`src/hw/rtl/salsa_pkg.sv`:
```
// Shared types and constants for the Salsa20 stream cipher block.
`default_nettype none

package salsa_pkg;

    // Number of double rounds per keystream block.
    localparam int DOUBLE_ROUNDS = 10;
    localparam int ROUND_W       = $clog2(DOUBLE_ROUNDS);

    // Depth of the input word queue; must be a power of two.
    localparam int QUEUE_DEPTH = 4;
    localparam int QPTR_W      = $clog2(QUEUE_DEPTH);
    localparam int QCNT_W      = $clog2(QUEUE_DEPTH + 1);

    // Width of the configuration register index.
    localparam int CFG_IDX_W = 8;

    // Diagonal constants: "expand 32-byte k" and "expand 16-byte k".
    localparam logic [31:0] SIGMA [4] = '{32'h61707865, 32'h3320646e,
                                          32'h79622d32, 32'h6b206574};
    localparam logic [31:0] TAU   [4] = '{32'h61707865, 32'h3120646e,
                                          32'h79622d36, 32'h6b206574};

    // Configuration register indexes.
    typedef enum logic [CFG_IDX_W-1:0] {
        CFG_KEY_0   = 8'd0,
        CFG_KEY_1   = 8'd1,
        CFG_KEY_2   = 8'd2,
        CFG_KEY_3   = 8'd3,
        CFG_KEY_256 = 8'd4,
        CFG_NONCE   = 8'd5
    } cfg_idx_t;

    // Sixteen-word Salsa20 state.
    typedef logic [31:0] words_t [16];

    // Configuration register contents.
    typedef struct packed {
        logic [63:0] key_0;
        logic [63:0] key_1;
        logic [63:0] key_2;
        logic [63:0] key_3;
        logic        key_256;
        logic [63:0] nonce;
    } cfg_t;

    // One queued input word.
    typedef struct packed {
        logic [7:0] in_byte;
        logic       last_in;
    } item_t;

endpackage

`default_nettype wire

```
`src/hw/rtl/salsa_in_queue.sv`:
```
// Front end: accepts input words and queues them for the keystream XOR stage.
`default_nettype none

module salsa_in_queue
    import salsa_pkg::*;
(
    input  wire logic        clk,
    input  wire logic        rst_n,
    input  wire logic        s_axis_tvalid,
    output logic             s_axis_tready,
    input  wire logic [7:0]  s_axis_tdata,   // [7:0] in_byte
    input  wire logic        s_axis_tlast,
    output logic             q_valid,
    output item_t            q_item,
    input  wire logic        q_pop
);

    item_t               mem_reg [QUEUE_DEPTH];
    logic [QPTR_W-1:0]   wr_ptr_reg;
    logic [QPTR_W-1:0]   rd_ptr_reg;
    logic [QCNT_W-1:0]   count_reg;
    logic                push;
    logic                pop;

    assign s_axis_tready = (count_reg != QCNT_W'(QUEUE_DEPTH));
    assign q_valid       = (count_reg != '0);
    assign q_item        = mem_reg[rd_ptr_reg];
    assign push          = s_axis_tvalid && s_axis_tready;
    assign pop           = q_pop && q_valid;

    // Storage for queued words.
    always_ff @(posedge clk)
    begin
        if (push)
        begin
            mem_reg[wr_ptr_reg] <= '{in_byte: s_axis_tdata, last_in: s_axis_tlast};
        end
    end

    // Pointers and fill count.
    always_ff @(posedge clk or negedge rst_n)
    begin
        if (!rst_n)
        begin
            wr_ptr_reg <= '0;
            rd_ptr_reg <= '0;
            count_reg  <= '0;
        end
        else
        begin
            if (push)
            begin
                wr_ptr_reg <= wr_ptr_reg + 1'b1;
            end
            if (pop)
            begin
                rd_ptr_reg <= rd_ptr_reg + 1'b1;
            end
            if (push && !pop)
            begin
                count_reg <= count_reg + 1'b1;
            end
            else if (pop && !push)
            begin
                count_reg <= count_reg - 1'b1;
            end
        end
    end

endmodule

`default_nettype wire

```
`config.mk`:
```
export PLATFORM = sky130hd
export DESIGN_NAME = salsa_in_queue
export DESIGN_NICKNAME = d
export VERILOG_FILES = /design/src/hw/rtl/salsa_pkg.sv /design/src/hw/rtl/salsa_in_queue.sv
export SDC_FILE = /design/constraint.sdc
export NUM_CORES = 1
export LEC_CHECK = 0
export BUFFER_PORTS_ARGS = -buffer_cell sky130_fd_sc_hd__buf_4
export CORE_MARGIN = 8
export CORE_UTILIZATION = 32
export DETAILED_ROUTE_END_ITERATION = 6
export SETUP_SLACK_MARGIN = 0.1
export SLEW_MARGIN = 20
export SYNTH_ARGS = -nofsm -noshare
export SYNTH_HDL_FRONTEND = slang
export SYNTH_SLANG_ARGS = --single-unit
```
`constraint.sdc`:
```
create_clock -name clk -period 1.8 [get_ports clk]
set_input_delay 0.09 -clock clk [delete_from_list [all_inputs] [get_ports clk]]
set_output_delay 0.09 -clock clk [all_outputs]
set_load 0.02 [all_outputs]
```
==> metrics.txt <==
status finished with violations; failing checks setup timing; hold slack 0.0937 ns; pins over their slew limit 0; CP startpoint count_reg[1]; crit-path max FO 2; cell area power density 1580 nW/um^2; crit-path max cell delay 0.41 ns; sequential power share 41.1%; Psw 0.00116 W; Post-DRT Antenna Nets 0; die width 89.6 microns; DP Wirelength around 2100 microns; vias in the first global route 1004; H-tree Lvls 2; Post-Synthesis Cells 82; first-pass GRT wire length 5090 microns; EDFF count, synth 36; Post-Layout Inst Area 2290 sq um; capturing element type of the critical path register; post-synth top area share 62.4%; Netlist cell types 19; Clock Pin Slew Worst Setup and Hold Paths 0.08 ns; post-route minimum period roughly 1.8 ns; Crit path buffers/inverters 1; FP Rows 26; Synth Cell Area 1730 sq um; Leakage 0.850 nW; total stage count of the critical path 8; Cell Int Power 0.00245 W; Final Hold Vio Count 0; CP Data Arrival Time between 2 and 2.5 ns; Initial DRC Count 31; VDD IR-drop max 0.730 mV; syn_area_per_cell 21.1 sq um; register area share after synthesis 72.5%; pre-CTS WS -0.0676 ns; reg2reg setup slack -0.04 ns; commonest cells after routing, fill and taps aside edfxtp_1 (36), buf_4 (34), dlygate4sd3_1 (10); combinational cell fraction of total power 42.9%; leading area contributor after synthesis edfxtp_1; Worst R2R Start count_reg[1]; worst-path cell chain or3_4 -> nand2_4 -> ha_4 -> inv_2 -> fa_2 -> xor2_1 -> nor2_1 -> xor2_1; RSZ-0062 raised after global routing yes; setup violators final 2; core area 5170 sq um; WS Path Type register to register; clock tree root driver cell clkbuf_8; startpoint type of the worst setup path register; period utilisation layout 102%; IO Pins 24; via/cell ratio between 4 and 5; Post-synth top flop edfxtp_1; reg2reg end count_reg[2]; number of flip-flops in the largest register 36; switch share 32.2%; worst setup slack after layout -0.0434 ns; crit-path most repeated cell xor2_1; first-pass iteration count of the detailed router 4; Total GRT Usage 8.73%; Critical Path RT 2.01 ns; Sum Neg Setup Slack -0.0789 ns; Sinks on Clock Net between 40 and 50; PortBufs 23; Die ar. 8030 sq um; Syn Nets 101; grt ovf 0; antenna cells 0; Clk Latency, worst-skew pair 0.28 ns; largest net degree at the start of global routing 14; share of cells above drive strength 1 49.6%; synth top area cells edfxtp_1 (62%), mux4_2 (12%), dfrtp_1 (10%); DRC Markers 0; Layout Nets 151; Initial Util 33.5%; worst setup path endpoint count_reg[2]; Largest delay share family, worst path simple AND/OR/NAND/NOR gates; final std cells w/o fill just over 200; DRT Wirelength ~3100 microns; Die H about 90 microns; maximum clock frequency 542 MHz; post-synthesis register bit count 43; synth warn 0; Worst R2R Path Depth 8; Slew HR 66.6%; worst hold path class input port to register; Max Root-Sink Buffers 2; wire length per cell roughly 15 microns; Slowest-stage cell, CP or3_4; CTS tree done; clock power share 16.0%; max-cap check violation count 0; Worst Tran Pin Value 0.502 ns; vias 895; initial antenna violation count 0; Worst Clk Skew 0.00330 ns; placed instance area 2060 sq um; Final Wtd Congestion ~0.75; fill count 460; Area Growth Syn to Fin 32.0%; Num CTS Buffers 5; most common cell after layout, fill and taps aside edfxtp_1; Cells after DPL 180; async set-reset flop share out of synthesis approximately 16%
[logic make-up (layout without fill, tap and decap cells)]
family,Yosys count,after routing,synth area share [%]
flip-flops,43,43,72.5
XOR/XNOR,6,6,3.03
multiplexers,11,11,13.2
adder cells (fa/ha/maj),6,6,4.77
buffers and inverters,5,56,1.59
AO/OA/AOI/OAI,1,1,0.650
AND/OR/NAND/NOR,10,10,4.26
[worst min-delay path by stage]
| stage | depth (start not counted) | to | slack, ns | start |
|---|---|---|---|---|
| detailed placement | 1 | count_reg[1] | -0.09 | rst_n |
| finish | 3 | rd_ptr_reg[1] | 0.09 | q_pop |
| CTS | 3 | rd_ptr_reg[1] | 0.09 | q_pop |
| floorplan | 0 | count_reg[0] | -0.21 | rst_n |
| global route | 3 | rd_ptr_reg[1] | 0.11 | q_pop |
| global placement | 1 | count_reg[0] | -0.09 | rst_n |
[per-layer routing]
layer / up-vias / share of wire (%) / track usage, %
li1: 412 / - / -
met1: 454 / 44 / 10.7
met2: 24 / 49 / 14.1
met3: 5 / 5.8 / 2.73
met4: 0 / 1.2 / 3.17
met5: - / 0 / 0
[power by group through the flow]
stage	Combinational (W)	Clock, W	Sequential [W]
floorplan	0.000969	0	0.00146
global placement	0.00143	0	0.00150
detailed placement	0.00148	0	0.00152
CTS	0.00154	0.000605	0.00149
global route	0.00169	0.000647	0.00151
finish	0.00155	0.000579	0.00148
[what timing repair did]
| action | 4_1_cts | 5_1_grt |
|---|---|---|
| pin swaps | 2 | 0 |
| resized for setup | 1 | 1 |
| hold buffers | 10 | 0 |
| setup buffers | 3 | 2 |
| endpoints found under the hold margin | 41 | 0 |
| endpoints found under the setup margin | 6 | 27 |
[through the flow]
| stage | power (W) | util (%) |
|---|---|---|
| after floorplan | 0.00242 | - |
| after global placement | 0.00293 | 39.8 |
| after detailed placement | 0.00300 | 39.8 |
| after CTS | 0.00364 | 43.9 |
| after global routing | 0.00385 | 44.2 |
| final | 0.00362 | 44.2 |
[tightest hold or removal path: cells and delay by family]
kind / cells / cell delay [ns]
simple gates: 1 / 0.07
xor+xnor: 1 / 0.05
buf+inv: 1 / 0.13
[layout make-up]
cell class              instances  area (sq um)  share of cell area (%)
clock inverters                 2          12.5                   0.547
repair buffers                 45           375                    16.4
clock buffers                   6          72.6                    3.17
flip-flops and latches         43          1260                    55.0
inverters                       3          11.3                   0.492
multi-input cells              34           470                    20.6
well taps                      70          87.6                    3.83
[synth_stat cells, types with 2 or more instances]
cell type   n
xor2_1      2
ha_1        5
inv_1       3
xnor2_1     4
edfxtp_1   36
mux4_2      9
dfrtp_1     7
and2_2      4
nor2_1      2
No activity file was read; power rests on OpenSTA's default activity.
