`config.mk`:
```
export PLATFORM = sky130hd
export DESIGN_NAME = salsa_xor_out
export DESIGN_NICKNAME = d
export VERILOG_FILES = /design/src/hw/rtl/salsa_pkg.sv /design/src/hw/rtl/salsa_xor_out.sv
export SDC_FILE = /design/constraint.sdc
export NUM_CORES = 1
export LEC_CHECK = 0
export ABC_AREA = 0
export BUFFER_PORTS_ARGS = -buffer_cell sky130_fd_sc_hd__buf_2
export CELL_PAD_IN_SITES_DETAIL_PLACEMENT = 2
export CELL_PAD_IN_SITES_GLOBAL_PLACEMENT = 2
export CORE_ASPECT_RATIO = 1.1
export CORE_MARGIN = 2
export CORE_UTILIZATION = 38
export DETAILED_ROUTE_END_ITERATION = 12
export HOLD_SLACK_MARGIN = 0.06
export PLACE_DENSITY = 0.91
export RECOVER_POWER = 100
export SLEW_MARGIN = 15
export SYNTH_ARGS = -nofsm -noshare
export SYNTH_HDL_FRONTEND = slang
export SYNTH_SLANG_ARGS = --single-unit
```
`constraint.sdc`:
```
create_clock -name clk -period 32.7 [get_ports clk]
set_clock_uncertainty 0.1 [all_clocks]
set_input_delay 3.27 -clock clk [delete_from_list [all_inputs] [get_ports clk]]
set_output_delay 3.27 -clock clk [all_outputs]
set_load 0.005 [all_outputs]
```
`src/hw/rtl/salsa_pkg.sv`:
```
// Shared types and constants for the Salsa20 stream cipher block.
`default_nettype none

package salsa_pkg;

    // Number of double rounds per keystream block.
    localparam int DOUBLE_ROUNDS = 10;
    localparam int ROUND_W       = $clog2(DOUBLE_ROUNDS);

    // Depth of the input word queue; must be a power of two.
    localparam int QUEUE_DEPTH = 4;
    localparam int QPTR_W      = $clog2(QUEUE_DEPTH);
    localparam int QCNT_W      = $clog2(QUEUE_DEPTH + 1);

    // Width of the configuration register index.
    localparam int CFG_IDX_W = 8;

    // Diagonal constants: "expand 32-byte k" and "expand 16-byte k".
    localparam logic [31:0] SIGMA [4] = '{32'h61707865, 32'h3320646e,
                                          32'h79622d32, 32'h6b206574};
    localparam logic [31:0] TAU   [4] = '{32'h61707865, 32'h3120646e,
                                          32'h79622d36, 32'h6b206574};

    // Configuration register indexes.
    typedef enum logic [CFG_IDX_W-1:0] {
        CFG_KEY_0   = 8'd0,
        CFG_KEY_1   = 8'd1,
        CFG_KEY_2   = 8'd2,
        CFG_KEY_3   = 8'd3,
        CFG_KEY_256 = 8'd4,
        CFG_NONCE   = 8'd5
    } cfg_idx_t;

    // Sixteen-word Salsa20 state.
    typedef logic [31:0] words_t [16];

    // Configuration register contents.
    typedef struct packed {
        logic [63:0] key_0;
        logic [63:0] key_1;
        logic [63:0] key_2;
        logic [63:0] key_3;
        logic        key_256;
        logic [63:0] nonce;
    } cfg_t;

    // One queued input word.
    typedef struct packed {
        logic [7:0] in_byte;
        logic       last_in;
    } item_t;

endpackage

`default_nettype wire

```
`src/hw/rtl/salsa_xor_out.sv`:
```
// Back end: current keystream block, byte XOR and output register.
`default_nettype none

module salsa_xor_out
    import salsa_pkg::*;
(
    input  wire logic        clk,
    input  wire logic        rst_n,
    input  wire logic        flush,
    input  wire logic        q_valid,
    input  item_t            q_item,
    output logic             q_pop,
    input  wire logic        blk_valid,
    input  words_t           blk_words,
    output logic             blk_take,
    output logic             m_axis_tvalid,
    input  wire logic        m_axis_tready,
    output logic [7:0]       m_axis_tdata,   // [7:0] out_byte
    output logic             m_axis_tlast
);

    words_t       cur_reg;
    logic [6:0]   pos_reg;       // 64 means the current block is used up
    logic         out_valid_reg;
    logic [7:0]   out_byte_reg;
    logic         out_last_reg;
    logic         have_ks;
    logic         out_free;
    logic         fire;
    logic [31:0]  cur_word;
    logic [7:0]   ks_byte;

    assign have_ks  = !pos_reg[6] || blk_valid;
    assign out_free = !out_valid_reg || m_axis_tready;
    assign fire     = q_valid && have_ks && out_free;
    assign q_pop    = fire;
    assign blk_take = fire && pos_reg[6];

    // Next keystream byte: byte 0 of the pending block once the current one is used up.
    assign cur_word = cur_reg[pos_reg[5:2]];
    assign ks_byte  = pos_reg[6] ? blk_words[0][7:0] : cur_word[8*pos_reg[1:0] +: 8];

    assign m_axis_tvalid = out_valid_reg;
    assign m_axis_tdata  = out_byte_reg;
    assign m_axis_tlast  = out_last_reg;

    // Block and output payload.
    always_ff @(posedge clk)
    begin
        if (blk_take)
        begin
            cur_reg <= blk_words;
        end
        if (fire)
        begin
            out_byte_reg <= q_item.in_byte ^ ks_byte;
            out_last_reg <= q_item.last_in;
        end
    end

    // Byte position and output valid.
    always_ff @(posedge clk or negedge rst_n)
    begin
        if (!rst_n)
        begin
            pos_reg       <= 7'd64;
            out_valid_reg <= 1'b0;
        end
        else
        begin
            if (flush)
            begin
                pos_reg <= 7'd64;
            end
            else if (fire)
            begin
                pos_reg <= pos_reg[6] ? 7'd1 : pos_reg + 7'd1;
            end
            if (fire)
            begin
                out_valid_reg <= 1'b1;
            end
            else if (m_axis_tready)
            begin
                out_valid_reg <= 1'b0;
            end
        end
    end

endmodule

`default_nettype wire

```
==> results of run 1 <==
power by group through the flow:
stage	logic (mW)	registers (mW)	clock network (mW)
6_report	0.0893	0.814	0.684
3_3_place_gp	0.0833	0.817	0
5_1_grt	0.0960	0.817	0.717
4_1_cts	0.0937	0.810	0.694
3_5_place_dp	0.0924	0.823	0
2_1_floorplan	0.0351	0.848	0
area by class of cell:
cell class	count	area, sq um	area share
diodes	31	77.57	0.003001
clock buffers	69	1493	0.05775
clock inverters	39	470.5	0.01820
inverters	2	7.507	0.0002905
multi-input cells	469	4403	0.1704
flip-flops and latches	529	15850	0.6133
well taps	728	910.9	0.03524
repair buffers	554	2633	0.1019
routing by layer:
layer | vias to the layer above | part of all wire
met2 | 566 | 0.55
li1 | 5514 | -
met5 | - | 0.0010
met4 | 14 | 0.045
met1 | 6494 | 0.34
met3 | 161 | 0.063
synth_stat cells, drive strengths merged:
| cell type | instances | area (sq um) |
|---|---|---|
| or2 | 1 | 6.260 |
| edfxtp | 521 | 15650 |
| a22oi | 65 | 488.0 |
| a2bb2oi | 3 | 26.28 |
| mux2i | 193 | 1932 |
| a41oi | 8 | 70.07 |
| xnor2 | 8 | 70.07 |
| mux4 | 40 | 900.9 |
| nor2 | 19 | 76.32 |
| o32ai | 8 | 130.1 |
| nand2b | 5 | 31.28 |
| buf | 39 | 267.8 |
| nand3 | 36 | 180.2 |
| dfstp | 1 | 26.28 |
| nand2 | 7 | 26.28 |
| o31ai | 8 | 60.06 |
| o22ai | 16 | 100.1 |
| and3 | 2 | 12.51 |
| clkbuf | 26 | 97.59 |
| o21ai | 9 | 45.04 |
| a21oi | 13 | 65.06 |
| a211oi | 17 | 127.6 |
| and2 | 2 | 12.51 |
| dfrtp | 7 | 175.2 |
| ha | 1 | 12.51 |
| nor2b | 5 | 31.28 |
| inv | 2 | 7.510 |
| nor3 | 3 | 15.01 |
cells in the final DEF, fill, tap and decap left out, types with 7 or more instances in the layout:
master	synthesis	final
a22oi_1	65	65
a41oi_1	8	8
o21ai_0	8	9
nand2_1	7	7
xnor2_1	8	8
buf_4	7	7
bufinv_16	0	10
nand3_1	36	36
clkbuf_16	0	58
clkinv_1	0	13
diode_2	0	31
clkbuf_1	26	136
nor2_1	17	17
o22ai_1	16	16
o31ai_1	8	8
mux4_2	40	40
edfxtp_1	521	521
a211oi_1	17	17
buf_2	20	421
a21oi_1	13	13
mux2i_1	193	193
final timing paths:
check / startpoint / to / slack, ns / cells past startpoint
hold reg to reg: m_axis_tvalid$_DFFE_PN0P_ / m_axis_tvalid$_DFFE_PN0P_ / 0.50 / 2
max in group asynchronous: rst_n / pos_reg[3]$_DFFE_PN0P_ / 29.51 / 1
min in group asynchronous: rst_n / pos_reg[1]$_DFFE_PN0P_ / 2.54 / 1
setup / recovery: m_axis_tready / cur_reg[140]$_DFFE_PP_ / 18.91 / 7
hold / removal: m_axis_tvalid$_DFFE_PN0P_ / m_axis_tvalid$_DFFE_PN0P_ / 0.50 / 2
setup reg to reg: pos_reg[6]$_DFFE_PN1P_ / cur_reg[140]$_DFFE_PP_ / 21.26 / 6
critical path, cell delays in order:
cell,delay [ns]
clkbuf_1,0.10
nand2b_1,0.15
nand3_1,0.43
nor2_1,0.62
clkbuf_1,2.85
clkbuf_1,2.65
clkbuf_1,3.54
cell families after synthesis:
group,count (synthesis)
buf+inv,67
flops,529
simple gates,80
xor+xnor,8
fa+ha+maj,1
mux,233
compound gates,147
==> impl_results.md, run 1 <==
- Routed wire length per instance: 31.58 microns
- Layout area overhead: 25.23%
- I/O pin cnt: 539
- Critical path fanouts, max: 86
- Vias in the first global route: 14,950
- Failing checks: max-capacitance violations, max-slew violations
- Power per Cell Area: 61.41 nW/um^2
- Compound-cell area share of the yosys netlist: 0.05390
- Worst-Skew Late Latency: 0.62 ns
- Die area: 56,200 sq um
- Hold-fix buffers at CTS: 0
- Post-Synth XOR/XNOR Area: 0.003395
- Critical path startpoint category: input port
- DRC Markers: 0
- Vias: 12,750
- Total CTS buffers: 58
- Initial Utilization: 0.3845
- Critical Path Sink Type: register
- Number of fill cells: 5,080
- CTS max path bufs: 3
- Setup bufs post-CTS: 0
- Req. time, crit path: 32.70 ns
- Root Driver: clkbuf_16
- Core footprint: 53,670 sq um
- Int Pwr: 1.238 mW
- Adder-cell share of the synthesized area: 0.0006062
- Worst setup margin: 18.91 ns
- Main combinational cell family by area after synthesis: multiplexers
- Sw Share: 0.2201
- H-tree level count: 2
- Final setup vio count: 0
- Port Buffers: 538
- Sink Count: 529
- Slew HR: -2.197
- Final nets: 2,142
- Met3 Use GR: 0.05754
- Outcome: finished, violations left
- Post-Synth Simple-Gate Area: 0.01898
- Worst-Margin Slew: 4.796 ns
- Final ANT Viol Nets: 0
- Setup TNS: 0 ns
- Peak VDD IR: 0.05471 mV
- Quantity of gates resized following cts: 0
- Syn Nets: 1,593
- CTS tree: done
- Period utilization: 0.4217
- GP Congestion: 0.8065
- Crit path DAT: 13.79 ns
- Die Span Y: 248.4 microns
- Dpl cell area: 24,030 sq um
- Width of the chip: 226.2 microns
- RSZ-0062 raised after global routing: no
- Worst-path clk slew: 0.06 ns
- Hold Path Class: register to register
- M2 GR Usage: 0.5066
- Register area share after synthesis: 0.7678
- Ratio of cells with drive above 1 in the final layout: 0.3387
- Vias per inst: 5.266
- Max Fclk: 0.07252 GHz
- Avg Cell Area, Syn: 19.38 sq um
- Met1 GRT Util: 0.2798
- Pleak: 8.642 nW
- Initial antenna violation count: 33
- Max reg flops: 512
- DR pass1 iterations: 4
- Routed wire length: 76.46 mm
- Switching power of the nets: 349.4 uW
- Row count: 89
- Pins over their slew limit: 619
- Logic gate share of total power: 0.056
- Synth Instances: 1,065
- Synthesized flop and latch total: 529
- Initial DRC count: 717
- First-pass GRT wire length: 106.1 mm
- Final hold vios: 0
- Design area: 25,850 sq um
- Gr busiest metal: met2
- Placed Instances: 2,282
- Synth unique cells: 34
- Non-Filler Instances: 2,421
- Mux share of post-synthesis cell area: 0.1373
- Seq pwr share: 0.513
- Max-capacitance violation count: 9
- Largest net degree at the start of global routing: 87
- Util after Layout: 0.4815
- Synth Cell Area: 20,640 sq um
- Total track usage: 0.2685
- Kind of critical path: input port to register
- HPWL Detailed: 55.50 mm
- Synth Warn #: 0
- Tmin final: 13.79 ns
- Overflow after GRT: 0
- Tot Pwr: 1.587 mW
- Worst slack, placed: 24.39 ns
- Clk pwr share: 0.431
- Hold_ws: 0.5028 ns
Note: power is estimated with default switching activity, not from simulation.
==> run 2: changes to the inputs <==
--- a/config.mk
+++ b/config.mk
@@ -5,16 +5,16 @@
 export SDC_FILE = /design/constraint.sdc
 export NUM_CORES = 1
 export LEC_CHECK = 0
-export ABC_AREA = 0
+export ABC_AREA = 1
 export BUFFER_PORTS_ARGS = -buffer_cell sky130_fd_sc_hd__buf_2
 export CELL_PAD_IN_SITES_DETAIL_PLACEMENT = 2
 export CELL_PAD_IN_SITES_GLOBAL_PLACEMENT = 2
 export CORE_ASPECT_RATIO = 1.1
 export CORE_MARGIN = 2
-export CORE_UTILIZATION = 38
+export CORE_UTILIZATION = 31
 export DETAILED_ROUTE_END_ITERATION = 12
 export HOLD_SLACK_MARGIN = 0.06
-export PLACE_DENSITY = 0.91
+export PLACE_DENSITY = 0.87
 export RECOVER_POWER = 100
 export SLEW_MARGIN = 15
 export SYNTH_ARGS = -nofsm -noshare
==> constraint.sdc (replaced) <==
create_clock -name clk -period 12.5 [get_ports clk]
set_clock_uncertainty 0.1 [all_clocks]
set_input_delay 1.25 -clock clk [delete_from_list [all_inputs] [get_ports clk]]
set_output_delay 1.25 -clock clk [all_outputs]
set_load 0.005 [all_outputs]
==> run 2 against run 1 <==
Effect of this change: the flow still finishes with violations (max-capacitance violations, max-slew violations); total power increased to 2.6 times the previous value; sequential share of layout area down 1.7 points; area after synthesis rose by 3.8%; combinational power grew to 2.7 times the previous value; register-to-register slack lost 16 ns; sequential power rose to 2.6 times the previous value; cell area is 2.9% higher; flip-flop and latch count stayed put; synthesized cell count rose by 67%; critical path type is now register to register; largest power group unchanged.
==> impl_results.md, run 2 <==
- Critical path startpoint category: register
- Total number of cells along the worst setup path: 13 (+6)
- Root Driver: clkbuf_16
- Failing checks: max-capacitance violations, max-slew violations
- Port Buffers: 538 (unchanged)
- Synth Instances: 1,778 (+67%)
- Worst Path Buf+Inv: 2 (-2)
- Critical path, cell by cell: inv_8 -> clkbuf_1 -> nand2_1 -> nand3_1 -> nand3_1 -> nand3_1 -> nand2_1 -> nor2_1 -> nor2_1 -> nand2_1 -> nand2_1 -> nand2_1 -> nand2_1
- Layout area overhead: 24.18%
- Dpl cell area: 24,820 sq um (+3.3%)
- Die area: 71,210 sq um (+27%)
- Tmin final: 7.580 ns
- Largest net degree at the start of global routing: 184 (+110%)
- Final nets: 2,810 (+31%)
- Syn Nets: 2,306 (+45%)
- Synth Flop Type: edfxtp_1
- Count leader, synth: nand2_1
- Row count: 101 (+13%)
- Synth top area cells: edfxtp_1 73%, nand3_1 10%, nand2_1 10%
- Synth Warn #: 0 (unchanged)
- Worst setup margin: 4.920 ns (-13.99 ns)
- Top cells by count, synth: 586 x nand2_1, 521 x edfxtp_1, 441 x nand3_1
- Most frequent cells in the layout: 586 x nand2_1, 521 x edfxtp_1, 441 x nand3_1
- Outcome: finished, violations left
- Vias: 16,530 (+30%)
- Kind of critical path: register to register
- Most common cell after layout, fill and taps aside: nand2_1
- Die Span Y: 279.7 microns (+13%)
- Ratio of cells with drive above 1 in the final layout: 0.2248 (-0.1140)
- DRC Markers: 0 (unchanged)
- HPWL Detailed: 62.50 mm (+13%)
- I/O pin cnt: 539 (unchanged)
- Util after Layout: 0.3869 (-0.09467)
- Critical Path Sink Type: register
- Worst-Margin Slew: 4.417 ns (-0.3793 ns)
- Initial antenna violation count: 40 (+21%)
- Avg Cell Area, Syn: 12.05 sq um (-38%)
- Core footprint: 68,750 sq um (+28%)
- Setup TNS: 0 ns (unchanged)
- Total CTS buffers: 59 (+1.7%)
- Routed wire length: 88.48 mm (+16%)
- Number of fill cells: 7,389 (+45%)
- GP Congestion: 0.8179 (+1.4%)
- Critical path fanouts, max: 160 (+86%)
- CTS max path bufs: 3 (unchanged)
- Req. time, crit path: 12.76 ns (-19.94 ns)
- CP max stage delay: 3.13 ns (-0.41 ns)
- Hold Crit Start: m_axis_tvalid$_DFFE_PN0P_
- Crit path DAT: 7.84 ns (-5.95 ns)
- Register area share after synthesis: 0.7399 (-0.02790)
- Routed wire length per instance: 26.83 microns (-15%)
- Quantity of gates resized following cts: 0 (unchanged)
- Yosys top cell area share: 0.7305 (-0.02755)
- Vias per inst: 5.011 (-4.8%)
- Max reg flops: 512 (unchanged)
- Design area: 26,600 sq um (+2.9%)
- Final setup vio count: 0 (unchanged)
- Hold Path Sink: m_axis_tvalid$_DFFE_PN0P_
- Leading area contributor after synthesis: edfxtp_1
- Crit path max-delay family: buffers and inverters
- Overflow after GRT: 0 (unchanged)
- Pleak: 10.11 nW (+17%)
- Power per Cell Area: 152.8 nW/um^2 (+150%)
- Setup bufs post-CTS: 0 (unchanged)
- Period utilization: 0.6064
- Slack of the worst reg-to-reg path: 4.92 ns (-16.34 ns)
- Width of the chip: 254.6 microns (+13%)
- Synth Cell Area: 21,420 sq um (+3.8%)
- R2R Path Start: pos_reg[2]$_DFFE_PN0P_
- CTS tree: done
- DR pass1 iterations: 5 (+1)
- Final ANT Viol Nets: 0 (unchanged)
- Total track usage: 0.2404 (-0.02805)
- Final hold vios: 0 (unchanged)
- Hold Path Class: register to register
- Post-synth ARST share: 0.01512 (unchanged)
- Worst-path clk slew: 0.06 ns (about the same)
- Pins over their slew limit: 220 (-64%)
- Post-synth EDFFs: 521 (unchanged)
- Critical-path top delay cell: clkbuf_1
- Slew HR: -1.944 (+0.2529)
- RSZ-0062 raised after global routing: no
- FF-to-FF End: m_axis_tdata[3]$_DFFE_PP_
- Vias in the first global route: 18,680 (+25%)
- Sink Count: 529 (unchanged)
- First-pass GRT wire length: 123.7 mm (+17%)
- Synthesized flop and latch total: 529 (unchanged)
- Max-capacitance violation count: 4 (-5)
- Worst slack, placed: 7.397 ns (-16.99 ns)
- Peak VDD IR: 0.09135 mV (+67%)
- Synth unique cells: 27 (-21%)
- R2R depth: 13 (+7)
- H-tree level count: 2 (unchanged)
- Initial Utilization: 0.3115 (-0.07298)
- Most frequent CP cell: nand2_1
- WHS Path Cells: 2 (unchanged)
- Worst-Skew Late Latency: 0.62 ns (about the same)
- Max Fclk: 0.1319 GHz
- Hold-fix buffers at CTS: 0 (unchanged)
- Initial DRC count: 1,219 (+70%)
==> run 2: changes by cell type after synthesis, moves of 15 or more <==
cell      delta
buf_2       +39
a22oi_1     -65
a211oi_1    -17
mux2i_1    -193
nand2_1    +579
o22ai_1     -15
mux4_2      -40
a21oi_1     +24
inv_1       +18
nand3_1    +405
==> run 2: worst max-delay path by stage <==
stage	start	slack (ns)	end
final	pos_reg[2]$_DFFE_PN0P_	4.92	m_axis_tdata[3]$_DFFE_PP_
after global routing	pos_reg[2]$_DFFE_PN0P_	4.44	m_axis_tdata[2]$_DFFE_PP_
after CTS	pos_reg[6]$_DFFE_PN1P_	7.74	blk_take
after detailed placement	blk_valid	7.40	cur_reg[403]$_DFFE_PP_
after global placement	q_valid	7.72	cur_reg[500]$_DFFE_PP_
after floorplan	blk_valid	2.49	cur_reg[0]$_DFFE_PP_
==> run 2: area by class of cell <==
type / instances / area (sq um) / area share
inverter: 27 / 116.4 / 0.004375
timing repair buffer: 552 / 2664 / 0.1002
antenna: 44 / 110.1 / 0.004140
multi-input combinational: 1113 / 4848 / 0.1823
clock buffer: 78 / 1610 / 0.06055
tap: 927 / 1160 / 0.04361
clock inverter: 28 / 231.5 / 0.008703
sequential: 529 / 15860 / 0.5962
==> run 2: report_power, final <==
group,internal [mW],switching (mW),leakage [nW]
combinational,0.0838,0.156,4.28
clock,0.964,0.740,0.898
sequential,2.08,0.0372,4.94
==> run 2: logic make-up after synthesis <==
logic type,after synthesis,synth area share
buffers and inverters,136,0.03371
adder cells (fa/ha/maj),1,0.0005841
XOR/XNOR,1,0.0004090
AO/OA/AOI/OAI,55,0.01344
AND/OR/NAND/NOR,1056,0.2120
flip-flops,529,0.7399
==> run 2: per-stage QoR <==
stage	cells	hold WS, ns	total power, mW
floorplan	1778	0.4119	2.264
global placement	3148	0.4639	2.364
detailed placement	3148	0.4849	2.399
CTS	3254	0.3797	4.096
global route	3292	0.5100	4.182
finish	3298	0.4837	4.064
==> run 2: worst register-to-register path, delay by kind of cell (launching register included) <==
family | cells | cell delay [ns]
buffers and inverters | 2 | 4.48
DFF | 1 | 1.07
and+or+nand+nor | 11 | 1.69
==> run 2: layer usage <==
metal | track usage | up-vias | share of wire | routed length (microns)
met5 | 0 | - | 0.00051 | 45
met4 | 0.1201 | 8 | 0.049 | 4300
met3 | 0.04730 | 209 | 0.055 | 4878
met2 | 0.4344 | 594 | 0.53 | 47020
met1 | 0.2677 | 8365 | 0.36 | 32230
li1 | - | 7349 | - | -
